==> config.mk <==
export PLATFORM = sky130hd
export DESIGN_NAME = log_record_block_framer_unit
export DESIGN_NICKNAME = d
export VERILOG_FILES = /design/src/hw/rtl/lrbf_pkg.sv /design/src/hw/rtl/lrbf_in_reg.sv /design/src/hw/rtl/lrbf_framer.sv /design/src/hw/rtl/lrbf_out_reg.sv /design/src/hw/rtl/log_record_block_framer_unit.sv
export SDC_FILE = /design/constraint.sdc
export NUM_CORES = 1
export LEC_CHECK = 0
export BUFFER_PORTS_ARGS = -buffer_cell sky130_fd_sc_hd__buf_2
export CAP_MARGIN = 40
export CORE_MARGIN = 4
export CORE_UTILIZATION = 63
export DETAILED_ROUTE_END_ITERATION = 10
export PLACE_DENSITY_LB_ADDON = 0.2
export SYNTH_ARGS = -nofsm -noshare
export SYNTH_HDL_FRONTEND = slang
export SYNTH_SLANG_ARGS = --single-unit
==> constraint.sdc <==
create_clock -name clk -period 8.6 [get_ports clk]
set_clock_uncertainty 0.1 [all_clocks]
set_input_delay 0.86 -clock clk [delete_from_list [all_inputs] [get_ports clk]]
set_output_delay 0.86 -clock clk [all_outputs]
set_load 0.005 [all_outputs]
==> src/hw/rtl/lrbf_pkg.sv <==
// Package of the log record block framer: sizes, codes, word types and CRC32C helpers.
`timescale 1ns / 1ps
package lrbf_pkg;

	// The block size must be a power of two.
	localparam int BLOCK_SIZE  = 32768;
	localparam int OFFSET_BITS = 48;
	localparam int FIELD_W     = 48;
	localparam int BLOCK_BITS  = $clog2(BLOCK_SIZE);
	localparam int HEADER_LEN  = 7;

	typedef logic [OFFSET_BITS-1:0] pos_t;
	typedef logic [FIELD_W-1:0]     field48_t;
	typedef logic [BLOCK_BITS-1:0]  blk_off_t;

	// A block offset above this leaves less room than one header.
	localparam blk_off_t PAD_LIMIT = blk_off_t'(BLOCK_SIZE - HEADER_LEN);

	localparam logic [31:0] CRC_POLY       = 32'h82F6_3B78;
	localparam logic [31:0] CRC_MASK_DELTA = 32'hA282_EAD8;

	localparam logic [7:0] FRAG_FULL   = 8'd1;
	localparam logic [7:0] FRAG_FIRST  = 8'd2;
	localparam logic [7:0] FRAG_MIDDLE = 8'd3;
	localparam logic [7:0] FRAG_LAST   = 8'd4;

	typedef enum logic [0:0] {
		FUNC_DATA = 1'b0,
		FUNC_END  = 1'b1
	} func_t;

	typedef enum logic [1:0] {
		KIND_PAD = 2'd0,
		KIND_HDR = 2'd1,
		KIND_PAY = 2'd2
	} kind_t;

	typedef enum logic [2:0] {
		HB_CRC0,
		HB_CRC1,
		HB_CRC2,
		HB_CRC3,
		HB_LEN_LO,
		HB_LEN_HI,
		HB_TYPE
	} hdr_byte_t;

	typedef struct packed {
		func_t      func;
		logic [7:0] data;
	} item_t;

	typedef struct packed {
		logic [7:0] log_byte;
		field48_t   log_offset;
		kind_t      kind;
		logic       last_result;
	} result_t;

	// Reflected CRC32C update by one byte, one bit per step.
	function automatic logic [31:0] crc32c_byte(input logic [31:0] crc_in,
			input logic [7:0] b);
		logic [31:0] c;
		c = crc_in ^ {24'h000000, b};
		for (int i = 0; i < 8; i++) begin
			c = c[0] ? ((c >> 1) ^ CRC_POLY) : (c >> 1);
		end
		return c;
	endfunction

	// Final inversion followed by the rotate-and-add mask of the log format.
	function automatic logic [31:0] crc_mask(input logic [31:0] raw);
		logic [31:0] c;
		c = ~raw;
		return {c[14:0], c[31:15]} + CRC_MASK_DELTA;
	endfunction

	// Running CRC values after the type byte, one for each fragment type.
	localparam logic [31:0] CRC_INIT_FULL   = crc32c_byte(32'hFFFF_FFFF, FRAG_FULL);
	localparam logic [31:0] CRC_INIT_FIRST  = crc32c_byte(32'hFFFF_FFFF, FRAG_FIRST);
	localparam logic [31:0] CRC_INIT_MIDDLE = crc32c_byte(32'hFFFF_FFFF, FRAG_MIDDLE);
	localparam logic [31:0] CRC_INIT_LAST   = crc32c_byte(32'hFFFF_FFFF, FRAG_LAST);

endpackage

==> src/hw/rtl/lrbf_in_reg.sv <==
// Input register: holds one accepted word until the framer has sent its final result.
`timescale 1ns / 1ps
module lrbf_in_reg import lrbf_pkg::*; (
	input  logic  clk,
	input  logic  arst_n,
	input  logic  rec_valid,
	output logic  rec_stall,
	input  item_t item_in,
	input  logic  item_done,
	output logic  item_valid_s1,
	output item_t item_s1
);

	logic load;

	// A word may enter in the same cycle as the held one leaves.
	assign rec_stall = item_valid_s1 && !item_done;
	assign load      = rec_valid && !rec_stall;

	always_ff @(posedge clk or negedge arst_n) begin
		if (!arst_n) begin
			item_valid_s1 <= 1'b0;
		end else if (load) begin
			item_valid_s1 <= 1'b1;
		end else if (item_done) begin
			item_valid_s1 <= 1'b0;
		end
	end

	always_ff @(posedge clk) begin
		if (load) begin
			item_s1 <= item_in;
		end
	end

endmodule

==> src/hw/rtl/lrbf_framer.sv <==
// Framer core: fragment state, dual running CRC32C and one log byte per step.
`timescale 1ns / 1ps
module lrbf_framer import lrbf_pkg::*; (
	input  logic     clk,
	input  logic     arst_n,
	input  logic     start_offset_we,
	input  field48_t start_offset,
	input  logic     item_valid_s1,
	input  item_t    item_s1,
	input  logic     res_ready,
	output logic     res_push,
	output result_t  res,
	output logic     item_done
);

	pos_t        wp_q;
	pos_t        hp_q;
	logic [15:0] len_q;
	logic        open_q;
	logic        first_q;
	logic [31:0] crc_end_q;
	logic [31:0] crc_cont_q;
	hdr_byte_t   hdr_idx_q;

	pos_t        e_wp;
	pos_t        e_hp;
	logic [15:0] e_len;
	logic [31:0] e_crc_end;
	logic [31:0] e_crc_cont;

	logic        need_pad;
	logic        at_boundary;
	logic        is_end;
	logic        do_hdr;
	logic        hdr_last;
	logic [31:0] hdr_crc;
	logic [7:0]  frag_type;
	logic [7:0]  hdr_byte;

	pos_t        nxt_wp;
	pos_t        nxt_hp;
	logic [15:0] nxt_len;
	logic        nxt_open;
	logic        nxt_first;
	logic [31:0] nxt_crc_end;
	logic [31:0] nxt_crc_cont;
	hdr_byte_t   nxt_hdr_idx;

	always_comb begin
		need_pad = !open_q && (wp_q[BLOCK_BITS-1:0] > PAD_LIMIT);

		// With no fragment open, the view is of one freshly opened at the write position.
		if (open_q) begin
			e_wp       = wp_q;
			e_hp       = hp_q;
			e_len      = len_q;
			e_crc_end  = crc_end_q;
			e_crc_cont = crc_cont_q;
		end else begin
			e_wp       = wp_q + pos_t'(HEADER_LEN);
			e_hp       = wp_q;
			e_len      = 16'h0000;
			e_crc_end  = first_q ? CRC_INIT_FULL : CRC_INIT_LAST;
			e_crc_cont = first_q ? CRC_INIT_FIRST : CRC_INIT_MIDDLE;
		end

		at_boundary = (e_wp[BLOCK_BITS-1:0] == '0);
		is_end      = (item_s1.func == FUNC_END);
		do_hdr      = is_end || at_boundary;
		hdr_last    = (hdr_idx_q == HB_TYPE);
		hdr_crc     = crc_mask(is_end ? e_crc_end : e_crc_cont);

		if (is_end) begin
			frag_type = first_q ? FRAG_FULL : FRAG_LAST;
		end else begin
			frag_type = first_q ? FRAG_FIRST : FRAG_MIDDLE;
		end

		unique case (hdr_idx_q)
			HB_CRC0:   hdr_byte = hdr_crc[7:0];
			HB_CRC1:   hdr_byte = hdr_crc[15:8];
			HB_CRC2:   hdr_byte = hdr_crc[23:16];
			HB_CRC3:   hdr_byte = hdr_crc[31:24];
			HB_LEN_LO: hdr_byte = e_len[7:0];
			HB_LEN_HI: hdr_byte = e_len[15:8];
			HB_TYPE:   hdr_byte = frag_type;
			default:   hdr_byte = 8'h00;
		endcase

		nxt_wp       = wp_q;
		nxt_hp       = hp_q;
		nxt_len      = len_q;
		nxt_open     = open_q;
		nxt_first    = first_q;
		nxt_crc_end  = crc_end_q;
		nxt_crc_cont = crc_cont_q;
		nxt_hdr_idx  = hdr_idx_q;

		if (need_pad) begin
			res.log_byte    = 8'h00;
			res.log_offset  = FIELD_W'(wp_q);
			res.kind        = KIND_PAD;
			res.last_result = 1'b0;
			nxt_wp          = wp_q + pos_t'(1);
		end else if (do_hdr) begin
			res.log_byte    = hdr_byte;
			res.log_offset  = FIELD_W'(e_hp + pos_t'(hdr_idx_q));
			res.kind        = KIND_HDR;
			res.last_result = is_end && hdr_last;
			nxt_wp          = e_wp;
			nxt_hp          = e_hp;
			nxt_len         = e_len;
			nxt_open        = 1'b1;
			nxt_crc_end     = e_crc_end;
			nxt_crc_cont    = e_crc_cont;
			if (!hdr_last) begin
				nxt_hdr_idx = hdr_byte_t'(hdr_idx_q + 3'd1);
			end else begin
				nxt_hdr_idx = HB_CRC0;
				nxt_len     = 16'h0000;
				if (is_end) begin
					nxt_open  = 1'b0;
					nxt_first = 1'b1;
				end else begin
					// The block is full: the next fragment opens at its start.
					nxt_first    = 1'b0;
					nxt_hp       = e_wp;
					nxt_wp       = e_wp + pos_t'(HEADER_LEN);
					nxt_crc_end  = CRC_INIT_LAST;
					nxt_crc_cont = CRC_INIT_MIDDLE;
				end
			end
		end else begin
			res.log_byte    = item_s1.data;
			res.log_offset  = FIELD_W'(e_wp);
			res.kind        = KIND_PAY;
			res.last_result = 1'b1;
			nxt_wp          = e_wp + pos_t'(1);
			nxt_hp          = e_hp;
			nxt_len         = e_len + 16'd1;
			nxt_open        = 1'b1;
			nxt_crc_end     = crc32c_byte(e_crc_end, item_s1.data);
			nxt_crc_cont    = crc32c_byte(e_crc_cont, item_s1.data);
		end

		res_push  = item_valid_s1 && res_ready;
		item_done = res_push && res.last_result;
	end

	always_ff @(posedge clk or negedge arst_n) begin
		if (!arst_n) begin
			wp_q      <= '0;
			len_q     <= 16'h0000;
			open_q    <= 1'b0;
			first_q   <= 1'b1;
			hdr_idx_q <= HB_CRC0;
		end else if (start_offset_we) begin
			wp_q      <= pos_t'(start_offset);
			len_q     <= 16'h0000;
			open_q    <= 1'b0;
			first_q   <= 1'b1;
			hdr_idx_q <= HB_CRC0;
		end else if (res_push) begin
			wp_q      <= nxt_wp;
			len_q     <= nxt_len;
			open_q    <= nxt_open;
			first_q   <= nxt_first;
			hdr_idx_q <= nxt_hdr_idx;
		end
	end

	always_ff @(posedge clk) begin
		if (res_push) begin
			hp_q       <= nxt_hp;
			crc_end_q  <= nxt_crc_end;
			crc_cont_q <= nxt_crc_cont;
		end
	end

endmodule

==> src/hw/rtl/lrbf_out_reg.sv <==
// Output register: holds one result word towards the log sink.
`timescale 1ns / 1ps
module lrbf_out_reg import lrbf_pkg::*; (
	input  logic    clk,
	input  logic    arst_n,
	input  logic    res_push,
	input  result_t res,
	output logic    res_ready,
	output logic    log_valid,
	input  logic    log_stall,
	output result_t res_q
);

	assign res_ready = !log_valid || !log_stall;

	always_ff @(posedge clk or negedge arst_n) begin
		if (!arst_n) begin
			log_valid <= 1'b0;
		end else if (res_push) begin
			log_valid <= 1'b1;
		end else if (!log_stall) begin
			log_valid <= 1'b0;
		end
	end

	always_ff @(posedge clk) begin
		if (res_push) begin
			res_q <= res;
		end
	end

endmodule

==> src/hw/rtl/log_record_block_framer_unit.sv <==
// Top level of the log record block framer.
`timescale 1ns / 1ps
// Frames a stream of record bytes into a block-structured log with masked CRC32C
// fragment headers. Each input word (a payload byte or an end-of-record mark) gives
// one to thirteen log bytes, each with its file offset and kind; the framer makes
// one log byte per clock cycle while log_stall is low: a payload byte inside an
// open fragment gives one log byte, an end mark seven (plus up to six bytes of
// block padding), and a payload byte that meets a block boundary eight.
// The single output register sets the pace: one byte a cycle unless log_stall is high.
// The first log byte of a word passes the input register, then the output register.
// Headers appear after the payload of their fragment, at the offset reserved for them.
// Write start_offset only while idle; it also abandons any open fragment.
module log_record_block_framer_unit import lrbf_pkg::*; (
	input  logic        clk,
	input  logic        arst_n,
	input  logic        start_offset_we,
	input  logic [47:0] start_offset,
	input  logic        rec_valid,
	output logic        rec_stall,
	input  logic        func,
	input  logic [7:0]  payload_byte,
	output logic        log_valid,
	input  logic        log_stall,
	output logic [7:0]  log_byte,
	output logic [47:0] log_offset,
	output logic [1:0]  byte_kind,
	output logic        last_result
);

	item_t   item_in;
	item_t   item_s1;
	logic    item_valid_s1;
	logic    item_done;
	logic    res_push;
	logic    res_ready;
	result_t res;
	result_t res_q;

	assign item_in = '{func: func_t'(func), data: payload_byte};

	lrbf_in_reg u_in_reg (
		.clk           (clk),
		.arst_n        (arst_n),
		.rec_valid     (rec_valid),
		.rec_stall     (rec_stall),
		.item_in       (item_in),
		.item_done     (item_done),
		.item_valid_s1 (item_valid_s1),
		.item_s1       (item_s1)
	);

	lrbf_framer u_framer (
		.clk             (clk),
		.arst_n          (arst_n),
		.start_offset_we (start_offset_we),
		.start_offset    (field48_t'(start_offset)),
		.item_valid_s1   (item_valid_s1),
		.item_s1         (item_s1),
		.res_ready       (res_ready),
		.res_push        (res_push),
		.res             (res),
		.item_done       (item_done)
	);

	lrbf_out_reg u_out_reg (
		.clk       (clk),
		.arst_n    (arst_n),
		.res_push  (res_push),
		.res       (res),
		.res_ready (res_ready),
		.log_valid (log_valid),
		.log_stall (log_stall),
		.res_q     (res_q)
	);

	assign log_byte    = res_q.log_byte;
	assign log_offset  = 48'(res_q.log_offset);
	assign byte_kind   = 2'(res_q.kind);
	assign last_result = res_q.last_result;

endmodule

[Word-level counts from Yosys, hierarchy flattened]
Index checks and enable logic that the tools add are counted.
Word-level totals
  register bits: 251
  latch bits: 0
  RAM bits: 0
  ROM bits: 0
  output and inout bits: 61
  word-level logic and storage cells: 147
  memories kept: 0
Operators by class
  $add $sub $neg: 8
  multipliers: 0
  divide/modulo/power cells: 0
  order comparisons: 1
  equal/unequal tests: 8
  shift operators: 0
  muxes and demuxes: 71
  bitwise gates (word level): 20
  reduce and logical (&&, ||, !) cells: 23
Operators by type and width (count)
  $mux W32: 26
  $mux W48: 11
  $not A16 Y17: 16
  $add A48 B1 Y48 const B: 2
  $add A48 B3 Y48 const B: 2
  $mux W16: 6
  $xor A32 B8 Y32: 2
  $mux W59: 1
  $pmux W8 S7: 1
  $mux W51: 1
  $add A48 B3 Y48: 1
  $add A32 B32 Y32 const B: 1
  $not A32 Y32: 1
  $mux W30: 1
  $mux W3: 6
  $mux W1: 17
  $add A16 B1 Y16 const B: 1
  $gt A15 B15 Y1 const B: 1
  $logic_not A15 Y1: 1
  $eq A3 B3 Y1 const B: 3
  $mux W8: 1
  $reduce_bool A2 Y1: 4
  $eq A3 B2 Y1 const B: 2
  $logic_and A1 B1 Y1: 6
  11 further kinds: 17

[Depth between registers and ports, before layout]
  depth in word-level cells: 20
  gate-level depth with buffers: 26

[By module]
From an unflattened synthesis, not the netlist that was laid out.
Unflattened totals
  cells, all modules: 2349
  area, all modules: 20014.2 sq um
By module, submodules not included
  lrbf_framer: times used 1, cells each 2273, area each 17878.4 sq um, seq. area each 5091.1 sq um
  lrbf_out_reg: times used 1, cells each 62, area each 1808.0 sq um, seq. area each 1796.7 sq um
  lrbf_in_reg: times used 1, cells each 14, area each 327.8 sq um, seq. area each 295.3 sq um

[Worst setup path after synthesis]
No wires, ideal clock.
  kind: register to register
  start: register u_framer.wp_q[0]
  end: register u_framer.len_q[1]
  setup time: 0.132 ns
  arrival time: 6.073 ns
  required time: 8.368 ns
  setup slack: 2.294 ns
  cell stages (with the launch flop): 13
  path buffers: 3
  clock period less this slack: 6.306 ns
  cells stage by stage: dfrtp_1 -> buf_2 -> or3_1 -> nand4_1 -> clkbuf_1 -> nor2_1 -> nand2_1 -> nand2_1 -> inv_1 -> clkbuf_1 -> o21ai_0 -> a32oi_1 -> nor2_1
Between the ends
  cells in the longest elaborated chain, start to end: 8
Ends and longest elaborated chain
  start: declaration: line lrbf_framer.sv:16  | pos_t wp_q;
  start signal: assignment: line lrbf_framer.sv:158  | wp_q <= pos_t'(start_offset);
  start signal: assignment: line lrbf_framer.sv:164  | wp_q <= nxt_wp;
  $add A48 B3 Y48: line lrbf_framer.sv:60  | e_wp = wp_q + pos_t'(HEADER_LEN);
  $mux W48: line lrbf_framer.sv:53  | if (open_q) begin
  $logic_not A15 Y1: line lrbf_framer.sv:67  | at_boundary = (e_wp[BLOCK_BITS-1:0] == '0);
  $logic_or A1 B1 Y1: line lrbf_framer.sv:69  | do_hdr = is_end || at_boundary;
  $mux W16: line lrbf_framer.sv:105  | end else if (do_hdr) begin
  $mux W16: line lrbf_framer.sv:99  | if (need_pad) begin
  $mux W16: line lrbf_framer.sv:163  | end else if (res_push) begin
  $mux W16: line lrbf_framer.sv:157  | end else if (start_offset_we) begin
  end signal: assignment: line lrbf_framer.sv:165  | len_q <= nxt_len;
  end: declaration: line lrbf_framer.sv:18  | logic [15:0] len_q;
Several ways; a longest one is shown, not always the timed one. The select of a mux whose other input is x is not followed.
A chain may end at the register's enable or synchronous reset.

==> results.md <==
* Crit Reg-Reg Startpoint: u_framer.wp_q[4]$_DFFE_PN0P_
* Reg2reg setup slack at between 3 and 4 ns
* Core Util, Final at 0.6885
* Critical Path End Type: primary output
* Reg2reg end: u_framer.wp_q[3]$_DFFE_PN0P_
* Die width at ~190 um
* Pre-antenna DRT Iters at 6
* Post-synth ARST share at 0.2829
* DR iter-0 viols at 2418
* Final Hold Vio Count at 0
* CP dominant cell by count: nand2_1
* Share of layout cells above drive strength 1 at 0.1080
* Post-route setup slack at about 3.2 ns
* GRT busiest layer: met2
* Post-route design area at 0.02173 mm^2
* Design Power at about 0.0053 W
* DP Wirelength at approximately 49 mm
* Die height at around 190 um
* Worst-Margin Slew at just under 1 ns
* Fillcell total at around 2600
* # rows at 65
* Hold buffer count at CTS at 0
* Crit path from: u_framer.open_q$_DFFE_PN0P_
* Area Overhead vs Synth at 7.931%
* Critical path class: reg -> out
* YS warnings at 0
* Post-cts resize count at 0
* CP max-delay cell: dfrtp_4
* Routed length per instance at 24.68 um
* Mapped Nets at between 2000 and 2500
* First-pass GRT wire length at 107.1 mm
* Met1 GRT Util at 0.5345
* Core footprint at 0.03156 mm^2
* Via/cell ratio at 6.811
* Starting Density at 0.6379
* Cell area power density at 241.8 mW/mm^2
* Flops & latches, synth at around 250
* Final worst path period share at 0.6272
* Share of the synthesized area in the top cell type at 0.2685
* Placer congestion estimate at 1.036
* Startpoint Class: flop
* Synth area leaders: edfxtp_1 (27%), xnor2_1 (9.7%), dfrtp_1 (8.7%)
* Critical-path cell list: nor2b_1 -> nand4_1 -> nor2_1 -> and2_2 -> a21oi_1 -> nand2_1 -> nand2_1 -> inv_1 -> buf_2
* Register area share after synthesis at 0.3568
* Final #Nets at approximately 2500
* Detail Route Antenna Nets at 0
* Most common cell in the netlist: nand2_1
* H-tree levels at 1
* Bufs and invs on worst path at 2
* Unique masters post-synth at 87
* Post-Place Worst Slack at around 3.5 ns
* Leak Pwr at 7.584 nW
* Max IR drop VDD at 0.0001936 V
* Worst EP required at around 7.6 ns
* Worst Setup EP: rec_stall
* Status: completed
* IO Port Bufs at approximately 120
* Die area at 0.03488 mm^2
* R2R cell count at 10
* Max-slew violations at 0
* Syn Inst Count at 2398
* RSZ-0062 raised after global routing: false
* Final Setup Violations at 0
* Clock root cell: clkbuf_16
* CTS tree: built
* Slew headroom at 0.3353
* Vias in the first global route at between 15000 and 20000
* DRT Wirelength at between 60 and 70 mm
* Max clock buf depth at 3
* Post-Syn Area per Cell at roughly 8.4 um^2
* Met3 usage at 0.06304
* Most instantiated cells after synthesis: nand2_1 (267), nor2_1 (225), xnor2_1 (224)
* Initial antenna violation count at 0
* Top_reg_cell synth: edfxtp_1
* Vias at 19130
* Area of the mapped netlist at between 0.02 and 0.025 mm^2
* Fmax at around 0.19 GHz
* Worst hold path class: in -> async
* Min Tclk post-route at approximately 5.4 ns
* Max-cap check violation count at 0
* Arr. time, crit path at approximately 4.4 ns
* Clock slew at reported path FFs at approximately 0.060 ns
* Ant. Diodes at 0
* Largest net degree at the start of global routing at 164
* Worst skew pair latency at just under 0.6 ns
* Crit path depth at 9
* GR Overflow Total at 0
* Post-synth EDFFs at between 150 and 200
* Clock Sinks at 251
* Number of buffers created by CTS at 29
* Post-placement cell area at 0.02077 mm^2
* Setup tns final at 0 ns
* Met2 Use GR at 0.5931
* Post-CTS Setup Inserts at 0
* # DRC at 0
* Delay-heaviest family, CP: simple AND/OR/NAND/NOR gates
* I/O pin count at about 120
* Synth area leader: edfxtp_1
* Crit Path Max Fanout at 57
* GRT Util Overall at 0.3831
* CP peak stage delay at between 0.7 and 0.8 ns
## per-stage QoR
| stage | hold WS, ns | cells |
|---|---|---|
| detailed placement | 0.4124 | 2756 |
| floorplan | 0.3566 | 2398 |
| global placement | 0.4003 | 2751 |
| global route | 0.03916 | 2809 |
| finish | 0.04395 | 2809 |
| CTS | 0.02839 | 2809 |
## placed cells by master (no fill, tap or decap), drive strengths merged, types with 26 or more instances in the layout
cell	n
nand2	269
nor2	226
nand3	85
nand4	36
edfxtp	180
clkbuf	37
xnor2	226
mux2i	97
buf	150
or3	39
o21ai	172
a21oi	208
nor3	77
inv	26
dfrtp	70
xor2	105
nor4	35
## registers in the layout, summed over array words and instances, names as in the netlist
signal	count
u_out_reg.res_q	59
u_framer.hp_q	48
u_framer.wp_q	48
u_framer.crc_cont_q	32
u_framer.crc_end_q	32
u_framer.len_q	16
u_in_reg.item_s1	9
u_framer.hdr_idx_q	3
u_framer.first_q	1
u_framer.open_q	1
u_in_reg.item_valid_s1	1
u_out_reg.log_valid	1
## routing by layer
| metal | vias up | wire length [um] |
|---|---|---|
| met3 | 218 | 7797 |
| met2 | 1286 | 30650 |
| li1 | 8588 | - |
| met5 | - | 0 |
| met1 | 9039 | 27410 |
| met4 | 0 | 3456 |
## power by group
| part | internal (W) | switching (W) | total (W) |
|---|---|---|---|
| registers | 0.00160 | 0.000285 | 0.00189 |
| logic | 0.000889 | 0.00120 | 0.00209 |
| clock network | 0.000746 | 0.000528 | 0.00127 |
## layout make-up
type | instances | area [um^2] | area share
inverters | 25 | 98.84 | 0.004549
well taps | 402 | 503.0 | 0.02315
clock buffers | 37 | 765.7 | 0.03524
flip-flops and latches | 251 | 7187 | 0.3308
multi-input cells | 1928 | 12100 | 0.5568
clock inverters | 16 | 187.7 | 0.008638
repair buffers | 150 | 888.4 | 0.04089
## logic make-up (layout without fill, tap and decap cells)
group | Yosys count | count (layout) | synth area share
AND/OR/NAND/NOR | 908 | 908 | 0.2218
AO/OA/AOI/OAI | 560 | 560 | 0.1645
XOR/XNOR | 331 | 331 | 0.1448
flip-flops | 251 | 251 | 0.3568
buffers and inverters | 219 | 228 | 0.04469
multiplexers | 115 | 115 | 0.05830
adder cells (fa/ha/maj) | 14 | 14 | 0.009075
## how the worst min path moves through the flow
stage	endpoint
after floorplan	u_out_reg.log_valid$_DFFE_PN0P_
after global routing	u_framer.len_q[9]$_DFFE_PN0P_
final	u_framer.len_q[5]$_DFFE_PN0P_
after CTS	u_framer.len_q[10]$_DFFE_PN0P_
after global placement	u_out_reg.log_valid$_DFFE_PN0P_
after detailed placement	u_out_reg.log_valid$_DFFE_PN0P_
Power figures use the tool's default switching activity.
